**src/rtl/tsrb_pkg.sv**
```systemverilog
`default_nettype none
package tsrb_pkg;

  localparam int unsigned CAPACITY_DEF  = 4096;
  localparam int unsigned SEG_BYTES_DEF = 8;
  localparam int unsigned READ_MAX_DEF  = 64;
  localparam int unsigned CAP_REG_W     = 13;

  typedef enum logic {
    OP_PUSH = 1'b0,
    OP_READ = 1'b1
  } op_e;

  typedef enum logic [1:0] {
    ST_OK       = 2'd0,
    ST_CAPACITY = 2'd1,
    ST_CONFLICT = 2'd2,
    ST_TRUNC    = 2'd3
  } status_e;

  typedef enum logic {
    CFG_BASE_SEQ = 1'b0,
    CFG_CAPACITY = 1'b1
  } cfg_idx_e;

  // per-bank flags toward the merge stage
  typedef struct packed {
    logic present;
    logic conflict;
    logic fresh;
  } lane_stat_t;

  // merged view of all banks
  typedef struct packed {
    logic       conflict;
    logic [3:0] fresh;
    logic [3:0] lead;
  } merge_t;

endpackage
`default_nettype wire

```
**src/rtl/tsrb_merge.sv**
```systemverilog
`default_nettype none
module tsrb_merge #(
  parameter int unsigned NB = 8,
  parameter int unsigned LB = 3,
  parameter int unsigned XW = 14
) (
  input  wire tsrb_pkg::lane_stat_t stat_i [NB],
  input  wire logic [XW-1:0]        base_i,
  input  wire logic [XW-1:0]        cap_i,
  output tsrb_pkg::merge_t          merge_o
);
  import tsrb_pkg::*;

  logic [LB-1:0] bank;
  logic          run;

  always_comb begin
    merge_o = '0;
    run     = 1'b1;
    bank    = '0;
    for (int k = 0; k < NB; k++) begin
      merge_o.conflict = merge_o.conflict | stat_i[k].conflict;
      merge_o.fresh    = merge_o.fresh + 4'(stat_i[k].fresh);
      // walk in byte order starting at the bank that holds base
      bank = base_i[LB-1:0] + LB'(k);
      run  = run && stat_i[bank].present && ((base_i + XW'(k)) < cap_i);
      merge_o.lead = merge_o.lead + 4'(run);
    end
  end

endmodule
`default_nettype wire

```
**config.mk**
```make
export PLATFORM = sky130hd
export DESIGN_NAME = tsrb_merge
export DESIGN_NICKNAME = d
export VERILOG_FILES = /design/src/rtl/tsrb_pkg.sv /design/src/rtl/tsrb_merge.sv
export SDC_FILE = /design/constraint.sdc
export NUM_CORES = 1
export LEC_CHECK = 0
export ABC_CLOCK_PERIOD_IN_PS = 8800
export BUFFER_PORTS_ARGS = -buffer_cell sky130_fd_sc_hd__clkbuf_2
export CORE_MARGIN = 2
export CORE_UTILIZATION = 35
export DETAILED_ROUTE_END_ITERATION = 8
export GPL_TIMING_DRIVEN = 0
export PLACE_DENSITY_LB_ADDON = 0.05
export SYNTH_ARGS = -nofsm -noshare
export SYNTH_HDL_FRONTEND = slang
export SYNTH_SLANG_ARGS = --single-unit
```
**constraint.sdc**
```tcl
create_clock -name vclk -period 8.8
set_input_delay 0.88 -clock vclk [all_inputs]
set_output_delay 0.88 -clock vclk [all_outputs]
set_load 0.1 [all_outputs]
```
======== Yosys cells after proc, flatten, opt, wreduce, memory -nomap -nowiden ========
Cells that the tools add are included.
storage, ports and cells
  register bits after elaboration ......... 0
  bits in latches ......................... 0
  bits in writable memories ............... 0
  memory bits (read-only) ................. 0
  bits of input ports ..................... 52
  output and inout port bits .............. 9
  word-level logic and storage cells ...... 98
  memories kept ........................... 0
operators by class
  add/sub/neg operators ................... 28
  $mul .................................... 0
  divide/modulo/power cells ............... 0
  order comparisons ....................... 16
  equal/unequal tests ..................... 0
  shift-type cells ........................ 0
  multiplexer cells ....................... 24
  bitwise logic cells ..................... 15
  reductions and logical operators ........ 15
operators with widths
  kind                                                             count
  14-bit < comparator                                              8
  3-bit binary-select mux with 3-bit select                        8
  14-bit by 3-bit adder with 14-bit output, second input constant  4
  3-bit two-way mux                                                16
  4-bit by 1-bit adder with 4-bit output                           8
  4-bit >= comparator, second input constant                       8
  3-bit NOT with 4-bit output                                      8
  14-bit by 2-bit adder with 14-bit output, second input constant  2
  1-bit logical AND                                                15
  14-bit by 1-bit adder with 14-bit output, second input constant  1
  3-bit adder, second input constant                               4
  3-bit by 1-bit adder with 4-bit output                           2
  1-bit bitwise OR                                                 7
  2-bit by 1-bit adder with 3-bit output                           2
  3-bit by 2-bit adder with 3-bit output, second input constant    2
  1-bit by 1-bit adder with 2-bit output                           2
  3-bit by 1-bit adder with 3-bit output, second input constant    1

======== Depth between registers and ports, before layout ========
  depth after elaboration ................. 20
  mapped depth ............................ 25

======== Worst setup path before layout ========
No wires, ideal clock.
  path kind ............................... input to output
  start ................................... input port base_i[9]
  end ..................................... output port merge_o[2] in the netlist's numbering
  data arrival time ....................... 7177 ps
  slack ................................... 743 ps
  cell stages on the path ................. 22
  cells stage by stage .................... clkbuf_1 > nand2_1 > nor2_1 > nand3_1 > nor3_1 > xor2_1 > ha_1 > a21o_1 > a21oi_1 > o22ai_1 > or4_4 > nor4_2 > and4b_1 > fa_1 > inv_1 > fa_1 > fa_1 > inv_1 > ha_1 > inv_1 > fa_1 > xnor2_1
RTL lines
  what             RTL line          text
  start, declared  tsrb_merge.sv:8   input wire logic [XW-1:0] base_i,
  end, declared    tsrb_merge.sv:10  output tsrb_pkg::merge_t merge_o

==> summary.md <==
| Metric | Value |
|---|---|
| RSZ-0062 raised after global routing | `no` |
| Initial antenna violation count | `0` |
| Layout cells sized above 1 | `13.3%` |
| Post-synthesis sequential area ratio | `0%` |
| Port buffer count | `61` |
| Final nets | `780` |
| Detailed Route Iter0 Violations | `164` |
| Commonest cells in the netlist | `115 x ha_1, 51 x nor2_1, 48 x xor2_1` |
| Critical Path End Type | `output pin` |
| Yosys warns | `0` |
| Cells after DPL | `750` |
| Multi-input logic area | `3960 um2` |
| Lkg Pwr | `2.34 nW` |
| Worst hold path type | `input port to output pin` |
| # diodes | `0` |
| Hold_buf cts | `0` |
| CP Cell Sequence | `clkbuf_2, buf_1, nand3_1, nor3_1, nand2_1, xnor2_1, ha_1, nand4_1, a2111oi_0, and4bb_1, and3_2, and2_1, fa_1, inv_1, fa_1, fa_1, inv_1, ha_1, inv_1, fa_1, xnor2_1, clkbuf_2` |
| Setup Fix Bufs, Post-CTS | `0` |
| Syn Nets | `717` |
| Crit path largest cell delay | `0.67 ns` |
| Number of global-route vias before repair | `3992` |
| All-Layer GR Usage | `21.5%` |
| Synth top area share | `34.1%` |
| Status | `finished clean` |
| Hold depth | `4` |
| Placed Area | `4710 um2` |
| First-pass GRT wire length | `21.5 mm` |
| Ports | `61` |
| Relative slew slack | `49.4%` |
| Setup TNS Final | `0 ns` |
| Synthesized area per cell | `7.79 um2` |
| Drt wl/cell | `18.2 um` |
| Max Fclk | `122 MHz` |
| Critical Path RT | `7.92 ns` |
| Final WL | `13.7 mm` |
| Layout area overhead | `11.6%` |
| Drc violations | `0` |
| Worst vdd ir | `0.188 mV` |
| Critical-path top delay cell | `a2111oi_0` |
| Via density | `5.40` |
| Final Wtd Congestion | `0.910` |
| Final worst-path cycle share | `93.2%` |
| Post-place setup slack | `0.556 ns` |
| CLK BUF | `0` |
| Die outline width | `114 um` |
| Die area | `13000 um2` |
| Critical Path Source Type | `input port` |
| Setup ws final | `0.603 ns` |
| Total core area | `11900 um2` |
| Fin crit period | `8.20 ns` |
| CP most frequent cell | `fa_1` |
| Crit Path Category | `input port to output pin` |
| Min-delay src | `stat_i[1]` |
| Fillers | `1263` |
| Chip Height | `114 um` |
| Slew @ Worst Pin | `0.754 ns` |
| Finished Core Util | `39.6%` |
| Max Cap Violations | `0` |
| Final Max Tran Viols | `0` |
| Largest net degree at the start of global routing | `11` |
| Netlist Area Pre-Place | `4220 um2` |
| Post-synthesis cell type count | `57` |
| Finish-stage setup viols | `0` |
| Hold Path End | `merge_o[8]` |
| Half-perimeter wire length after placement | `11.5 mm` |
| Sequential Area | `0 um2` |
| Std cell rows | `40` |
| Drt pass-1 iters | `5` |
| Arrival @ worst endpoint | `7.32 ns` |
| CP bufs+invs | `6` |
| Pwr/cell area | `67.0 nW/um2` |
| Routed vias | `4047` |
| Design area | `4710 um2` |
| PostCTS Resize Cnt | `0` |
| Grt total ovfl | `0` |
| Post-synth top area cell | `ha_1` |
| Layout sequential cell count | `0` |
| Hold Vio Cnt, Final | `0` |
| Most frequent cell after synthesis | `ha_1` |
| Maximum fanout along the worst path | `10` |
| Finished Layout Cells | `750` |
| DRT antenna net count | `0` |
| Initial core utilization | `35.5%` |
| Syn Inst Count | `542` |
| Delay-heaviest family, CP | `adder cells` |
| Top area cells in the synthesized netlist | `ha_1 34%, xor2_1 10%, xnor2_1 6.2%, nor2_1 4.5%, inv_1 4.1%` |
==> power by group <==
| part | internal, mW | switching, mW | total [mW] | leakage, nW |
|---|---|---|---|---|
| combinational | 0.106 | 0.210 | 0.316 | 2.34 |
| sequential | 0 | 0 | 0 | 0 |
| clock | 0 | 0 | 0 | 0 |
==> cell type report <==
class | instances | area share, %
multi-input combinational | 477 | 84.1
timing repair buffer | 61 | 6.48
tap | 147 | 3.90
inverter | 46 | 3.66
buffer | 19 | 1.83
==> tightest hold or removal path: cells and delay by family <==
| kind | cells | cell delay (ns) |
|---|---|---|
| and+or+nand+nor | 2 | 0.07 |
| buffers and inverters | 2 | 0.51 |
==> kinds of logic (layout without fill, tap and decap cells) <==
kind of cell               Yosys count  count (layout)  share of synthesized area [%]
xor gates and xnor gates            79              79                           16.8
buffers and inverters               65             126                           6.13
and+or+nand+nor                    168             168                           19.6
muxes                               10              10                           4.92
AOI/OAI and AO/OA                   97              97                           14.6
adders and majority gates          123             123                           37.9
==> per-stage QoR <==
stage / hold WS [ns] / power (mW)
after global routing: 2.37 / 0.352
after CTS: 2.36 / 0.318
final: 2.35 / 0.316
after detailed placement: 2.36 / 0.315
after floorplan: 2.31 / 0.236
after global placement: 2.36 / 0.310
==> how the worst max path moves through the flow <==
stage | slack, ns | cells after the start | start | to
2_1_floorplan | 0.74 | 22 | base_i[9] | merge_o[2]
3_5_place_dp | 0.56 | 22 | base_i[5] | merge_o[2]
5_1_grt | 0.16 | 22 | base_i[5] | merge_o[2]
4_1_cts | 0.54 | 22 | base_i[5] | merge_o[2]
3_3_place_gp | 0.55 | 22 | base_i[5] | merge_o[2]
6_report | 0.60 | 22 | base_i[5] | merge_o[2]
==> placed cells by master, fill, tap and decap left out, drive strengths merged, types with 4 or more instances in the layout <==
master | synthesis | routed
xor2 | 48 | 48
xnor2 | 31 | 31
a21o | 10 | 10
and4 | 5 | 5
a2111oi | 4 | 4
nor2b | 4 | 4
o21ai | 19 | 19
clkbuf | 8 | 69
ha | 115 | 115
buf | 11 | 11
mux4 | 8 | 8
a211oi | 7 | 7
nand4 | 16 | 16
nor3 | 15 | 15
inv | 46 | 46
nand3 | 12 | 12
nand2 | 42 | 42
a21oi | 33 | 33
fa | 8 | 8
nor4 | 6 | 6
nor2 | 51 | 51
==> routing by layer <==
layer | vias to the layer above | track usage [%] | wire, um
li1 | 2070 | - | -
met1 | 1853 | 29.9 | 6340
met2 | 102 | 36.1 | 6160
met3 | 22 | 0.903 | 606
met4 | 0 | 7.07 | 571
met5 | - | 0 | 0
Note: power is estimated with default switching activity, not from simulation.
