==> src/rtl/tsrb_pkg.sv <==
`default_nettype none
package tsrb_pkg;

  localparam int unsigned CAPACITY_DEF  = 4096;
  localparam int unsigned SEG_BYTES_DEF = 8;
  localparam int unsigned READ_MAX_DEF  = 64;
  localparam int unsigned CAP_REG_W     = 13;

  typedef enum logic {
    OP_PUSH = 1'b0,
    OP_READ = 1'b1
  } op_e;

  typedef enum logic [1:0] {
    ST_OK       = 2'd0,
    ST_CAPACITY = 2'd1,
    ST_CONFLICT = 2'd2,
    ST_TRUNC    = 2'd3
  } status_e;

  typedef enum logic {
    CFG_BASE_SEQ = 1'b0,
    CFG_CAPACITY = 1'b1
  } cfg_idx_e;

  // per-bank flags toward the merge stage
  typedef struct packed {
    logic present;
    logic conflict;
    logic fresh;
  } lane_stat_t;

  // merged view of all banks
  typedef struct packed {
    logic       conflict;
    logic [3:0] fresh;
    logic [3:0] lead;
  } merge_t;

endpackage
`default_nettype wire

==> src/rtl/tsrb_lane.sv <==
`default_nettype none
module tsrb_lane #(
  parameter int unsigned ROWS = 512,
  parameter int unsigned RW   = 9
) (
  input  wire logic                 clk_i,
  input  wire logic                 rd_en_i,
  input  wire logic [RW-1:0]        rd_row_i,
  input  wire logic                 wr_en_i,
  input  wire logic [RW-1:0]        wr_row_i,
  input  wire logic [8:0]           wr_word_i,
  input  wire logic                 cmp_valid_i,
  input  wire logic [7:0]           cmp_byte_i,
  output logic [7:0]                rd_byte_o,
  output tsrb_pkg::lane_stat_t      stat_o
);
  import tsrb_pkg::*;

  // {present, data}
  logic [8:0] mem [ROWS];
  logic [8:0] rdata_q;

  always_ff @(posedge clk_i) begin
    if (wr_en_i) mem[wr_row_i] <= wr_word_i;
  end

  always_ff @(posedge clk_i) begin
    if (rd_en_i) rdata_q <= mem[rd_row_i];
  end

  always_comb begin
    rd_byte_o       = rdata_q[7:0];
    stat_o.present  = rdata_q[8];
    stat_o.conflict = cmp_valid_i && rdata_q[8] && (rdata_q[7:0] != cmp_byte_i);
    stat_o.fresh    = cmp_valid_i && !rdata_q[8];
  end

endmodule
`default_nettype wire

==> config.mk <==
export PLATFORM = sky130hd
export DESIGN_NAME = tsrb_lane
export DESIGN_NICKNAME = d
export VERILOG_FILES = /design/src/rtl/tsrb_pkg.sv /design/src/rtl/tsrb_lane.sv
export SDC_FILE = /design/constraint.sdc
export NUM_CORES = 2
export LEC_CHECK = 0
export BUFFER_PORTS_ARGS = -buffer_cell sky130_fd_sc_hd__buf_2
export CAP_MARGIN = 20
export CORE_MARGIN = 2
export CORE_UTILIZATION = 40
export CTS_CLUSTER_SIZE = 24
export DETAILED_ROUTE_END_ITERATION = 6
export SKIP_LAST_GASP = 1
export SLEW_MARGIN = 20
export SYNTH_ARGS = -nofsm -noshare
export SYNTH_HDL_FRONTEND = slang
export SYNTH_MEMORY_MAX_BITS = 65536
export SYNTH_SLANG_ARGS = --single-unit
==> constraint.sdc <==
create_clock -name clk_i -period 6.35 [get_ports clk_i]
set_clock_uncertainty 0.05 [all_clocks]
set_input_delay 0.3175 -clock clk_i [delete_from_list [all_inputs] [get_ports clk_i]]
set_output_delay 0.3175 -clock clk_i [all_outputs]
set_load 0.03 [all_outputs]
## After elaboration in Yosys (flattened, before gate mapping)

Memory sizes are Yosys's and may differ from the RTL's. A register that Yosys moved wholly into a read port is not among the register bits.
Index checks and enable logic that the tools add are counted.
Widths: inputs -> output; s select.

| word-level totals | value |
|---|---|
| flip-flop bits (word level) | 0 |
| RAM bits | 4608 |
| input bits | 39 |
| output and inout port bits | 11 |
| word-level logic and storage cells | 8 |
| memories | 1 |

| operators by class | value |
|---|---|
| equal/unequal tests | 1 |
| multiplexer cells | 2 |
| reduce and logical (&&, ||, !) cells | 4 |

Memory list:

| memory | words | bits a word | read ports | clocked after memory_dff | wr ports | line | RTL |
|---|---|---|---|---|---|---|---|
| mem | 512 | 9 | 1 | 1 | 1 | tsrb_lane.sv:20 | `logic [8:0] mem [ROWS];` |

Operators by type and width:

| operator | number |
|---|---|
| $ne 8x8->1 | 1 |
| $logic_and 1x1->1 | 3 |
| $mux 1 | 2 |
| $logic_not 1->1 | 1 |

## Depth between registers and ports, before layout

| depth | value |
|---|---|
| word-level depth | 2 |
| mapped depth | 13 |
| depth with buffers taken out | 7 |

## Least setup slack after synthesis

Ideal clock, no wire load.

| timing path | value |
|---|---|
| kind | input-to-reg |
| start | input port rd_row_i[1] |
| end | register rdata_q[2], read port of mem (data pin) |
| arrival time | 2258 ps |
| required time | 6043 ps |
| slack | 3786 ps |
| stages on the path | 9 |
| path buffers | 4 |
| path through | buf_4 > buf_4 > buf_2 > buf_1 > mux4_2 > mux4_2 > o21ai_1 > o21ai_1 > and4bb_1 |

RTL lines:

| element | line | RTL |
|---|---|---|
| start: declaration | tsrb_lane.sv:8 | `input wire logic [RW-1:0] rd_row_i,` |
| end: declaration | tsrb_lane.sv:21 | `logic [8:0] rdata_q;` |

==> flow_summary.json <==
{
  "antenna_violating_nets_post_route": 0,
  "clock_latency_ns": 1.00,
  "post_cts_buffers": 0,
  "grt_start_max_net_pins": 198,
  "root_buffer_master": "clkbuf_16",
  "final.period_utilization_pct": 61.25,
  "initial_util_pct": 40.11,
  "tritoncts_num_sinks": 4617,
  "wire_per_inst_um": 31.16,
  "area_of_combinational_cells_with_multiple_inputs_um2": 38060,
  "critical_path.cell_chain": "clkbuf_8, clkinv_2, nand2_2, buf_4, a21oi_1, nor3_1, nand4_1, nand4_1, and4bb_1",
  "hold_viol_final": 0,
  "global_route_wire_length_before_repair_um": 676800,
  "ir_drop_mv": 0.2621,
  "tritoncts.num_buffers": 450,
  "core_um2": 448200,
  "route.detailed.drc": 2,
  "via_count": 91290,
  "synth_nets": 8939,
  "finalWorstSetupSlack_ns": 2.461,
  "synthMostInstantiatedCell": "edfxtp_1",
  "area.sequential_um2": 138600,
  "synth_seq_cells": 4617,
  "std_cell_rows": 246,
  "path_buf_inv": 3,
  "power.share.switching_pct": 21.31,
  "required_time_of_the_worst_setup_path_ns": 7.17,
  "synthCells": 8900,
  "antenna_violations_before_repair": 31,
  "worst_path_most_repeated_cell": "nand4_1",
  "crit_arrival_ns": 4.71,
  "yosys.area.top_type": "edfxtp_1",
  "post_drt_via_cell_ratio": 5.940,
  "cpLargestDelayFamily": "simple AND/OR/NAND/NOR gates",
  "ys_seq_area_share_pct": 77.13,
  "power.share.sequential_pct": 53.1,
  "tritoncts": "yes",
  "total_wire_length_um": 478800,
  "place_congestion": 0.9172,
  "yosys-top-cells-area": "edfxtp_1, mux4_2, mux2i_1",
  "finish.instance_area_um2": 201300,
  "postLayoutCoreUtil_pct": 44.91,
  "avgSynthCellArea_um2": 20.20,
  "setup_total_negative_slack_ns": 0,
  "clock_path_buffers": 4,
  "finalNetCount": 9063,
  "die_height_um": 674.4,
  "total_instance_count_after_detailed_placement": 14510,
  "hp-start": "rd_en_i",
  "ys.flop_type": "edfxtp_1",
  "clkSlewWorstSetupHoldPaths_ns": 0.06,
  "detailed_place.area_um2": 186500,
  "ctsResizeCount": 0,
  "critical_path.max_stage_delay_ns": 1.07,
  "asyncSetResetFlopFracSynth_pct": 0,
  "die_area_um2": 454800,
  "mappedNetlistArea_um2": 179800,
  "setup_violations": 0,
  "worstSetupStartpointType": "input port",
  "power.clock.fraction_pct": 42.1,
  "drtIter0Drc": 11760,
  "ys_warn_count": 0,
  "violations": "DRC",
  "layout_min_cycle_time_ns": 3.889,
  "ys_top_cells_by_count": "edfxtp_1, mux2i_1, mux4_2",
  "synth_edf_count": 4617,
  "power.internal_mw": 49.82,
  "p_sw_mw": 13.49,
  "criticalPathCategory": "input port to register",
  "place.detailed.hpwl_um": 286300,
  "fillers": 37630,
  "first_global_vias": 89860,
  "leakage_nw": 62.68,
  "post_route_cells_drive_above_1_share_pct": 17.75,
  "number_of_max_cap_violations": 0,
  "width_of_the_chip_um": 674.4,
  "yosys.cell_types.count": 51,
  "grt-ovfl-total": 0,
  "power-per-cell-area_nw_per_um2": 314.6,
  "critical_path.endpoint_type": "register",
  "critical-path-slowest-cell": "nand2_2",
  "total_power_mw": 63.32,
  "post_cts_hold_buffer_count": 10,
  "grt_setup_unrepaired": "false",
  "dp_worst_setup_slack_ns": 1.402,
  "hold-worst-slack_ns": 0.2956,
  "tightest_slew_ns": 1.292,
  "final_max_slew_viols": 0,
  "port-buffer-count": 49,
  "max_clock_freq_ghz": 0.2571,
  "synthToLayoutAreaGrowth_pct": 11.96,
  "power_frac_comb_pct": 4.9,
  "level_count_of_the_clock_h_tree": 5,
  "crit_path_max_fanout": 43,
  "firstDrtPassIters": 7,
  "cp-startpoint": "rd_row_i[2]",
  "relSlewSlack_pct": 13.85,
  "r2r_start": "mem[275][5]",
  "run_status": "finished with violations",
  "global_route_usage_sum_pct": 20.60,
  "design.portCount": 50,
  "netlist.area_leader.share_pct": 77.13,
  "final_cell_count_no_fill": 15370,
  "hp-class": "input port to register"
}
-- per-layer routing --
metal	up-vias	track usage [%]	routed length, um
met5	-	0	9
met4	2	6.465	17130
met3	737	3.532	40270
met2	4347	32.78	226200
met1	48670	29.07	195200
li1	37530	-	-
-- flip-flops by register name, summed over array words and instances, names as in the netlist --
signal   cells
mem       4608
rdata_q      9
-- power groups by stage --
stage                     Clock, mW  Sequential (mW)  Combinational (mW)
final                          26.6             33.6                3.08
after global placement            0             34.2                3.03
after global routing           28.1             33.6                3.21
after detailed placement          0             34.3                3.07
after floorplan                   0             34.2                1.62
after CTS                      27.0             33.6                3.08
-- cell families after synthesis --
| family | count (synthesis) | share of synthesized area [%] |
|---|---|---|
| buf+inv | 566 | 1.835 |
| simple gates | 962 | 2.343 |
| compound gates | 1104 | 4.297 |
| flops | 4617 | 77.13 |
| xor+xnor | 8 | 0.03898 |
| mux | 1643 | 14.36 |
-- layout by cell type (no fill, tap or decap), types with 8 or more instances in the layout --
cell / instances
nand4_1: 66
a31oi_1: 13
and2_1: 17
clkbuf_1: 70
edfxtp_1: 4617
nor3_1: 45
o22ai_1: 192
buf_4: 127
buf_2: 36
a211oi_1: 15
buf_8: 11
clkinv_1: 116
and4bb_1: 8
diode_2: 23
a221o_1: 8
nand3_1: 21
o22a_1: 8
bufinv_16: 53
o21ai_1: 17
mux4_2: 747
xor2_1: 8
mux2_2: 17
o31ai_1: 18
nand2_1: 111
o21ai_0: 129
buf_12: 48
clkinv_2: 86
a21oi_1: 219
nand2_4: 10
a22oi_1: 51
nor4_1: 28
nor2_1: 596
clkbuf_16: 458
clkinvlp_4: 19
dlygate4sd3_1: 10
and4_1: 8
o221ai_1: 426
mux2i_1: 879
-- worst paths after layout --
kind / to / slack, ns / cells after the start
hold reg to reg: rdata_q[4] / 1.37 / 6
setup reg to reg: rdata_q[5] / 3.14 / 7
setup / recovery: rdata_q[4] / 2.46 / 9
hold / removal: rdata_q[2] / 0.30 / 2
-- cell type report --
| class | count | area share [%] |
|---|---|---|
| Clock buffer | 528 | 5.825 |
| Tap cell | 5952 | 3.700 |
| Antenna cell | 23 | 0.02860 |
| Clock inverter | 292 | 1.452 |
| Timing Repair Buffer | 234 | 1.185 |
| Sequential cell | 4617 | 68.89 |
| Multi-Input combinational cell | 3717 | 18.91 |
| Inverter | 4 | 0.01181 |
Note: power is estimated with default switching activity, not from simulation.
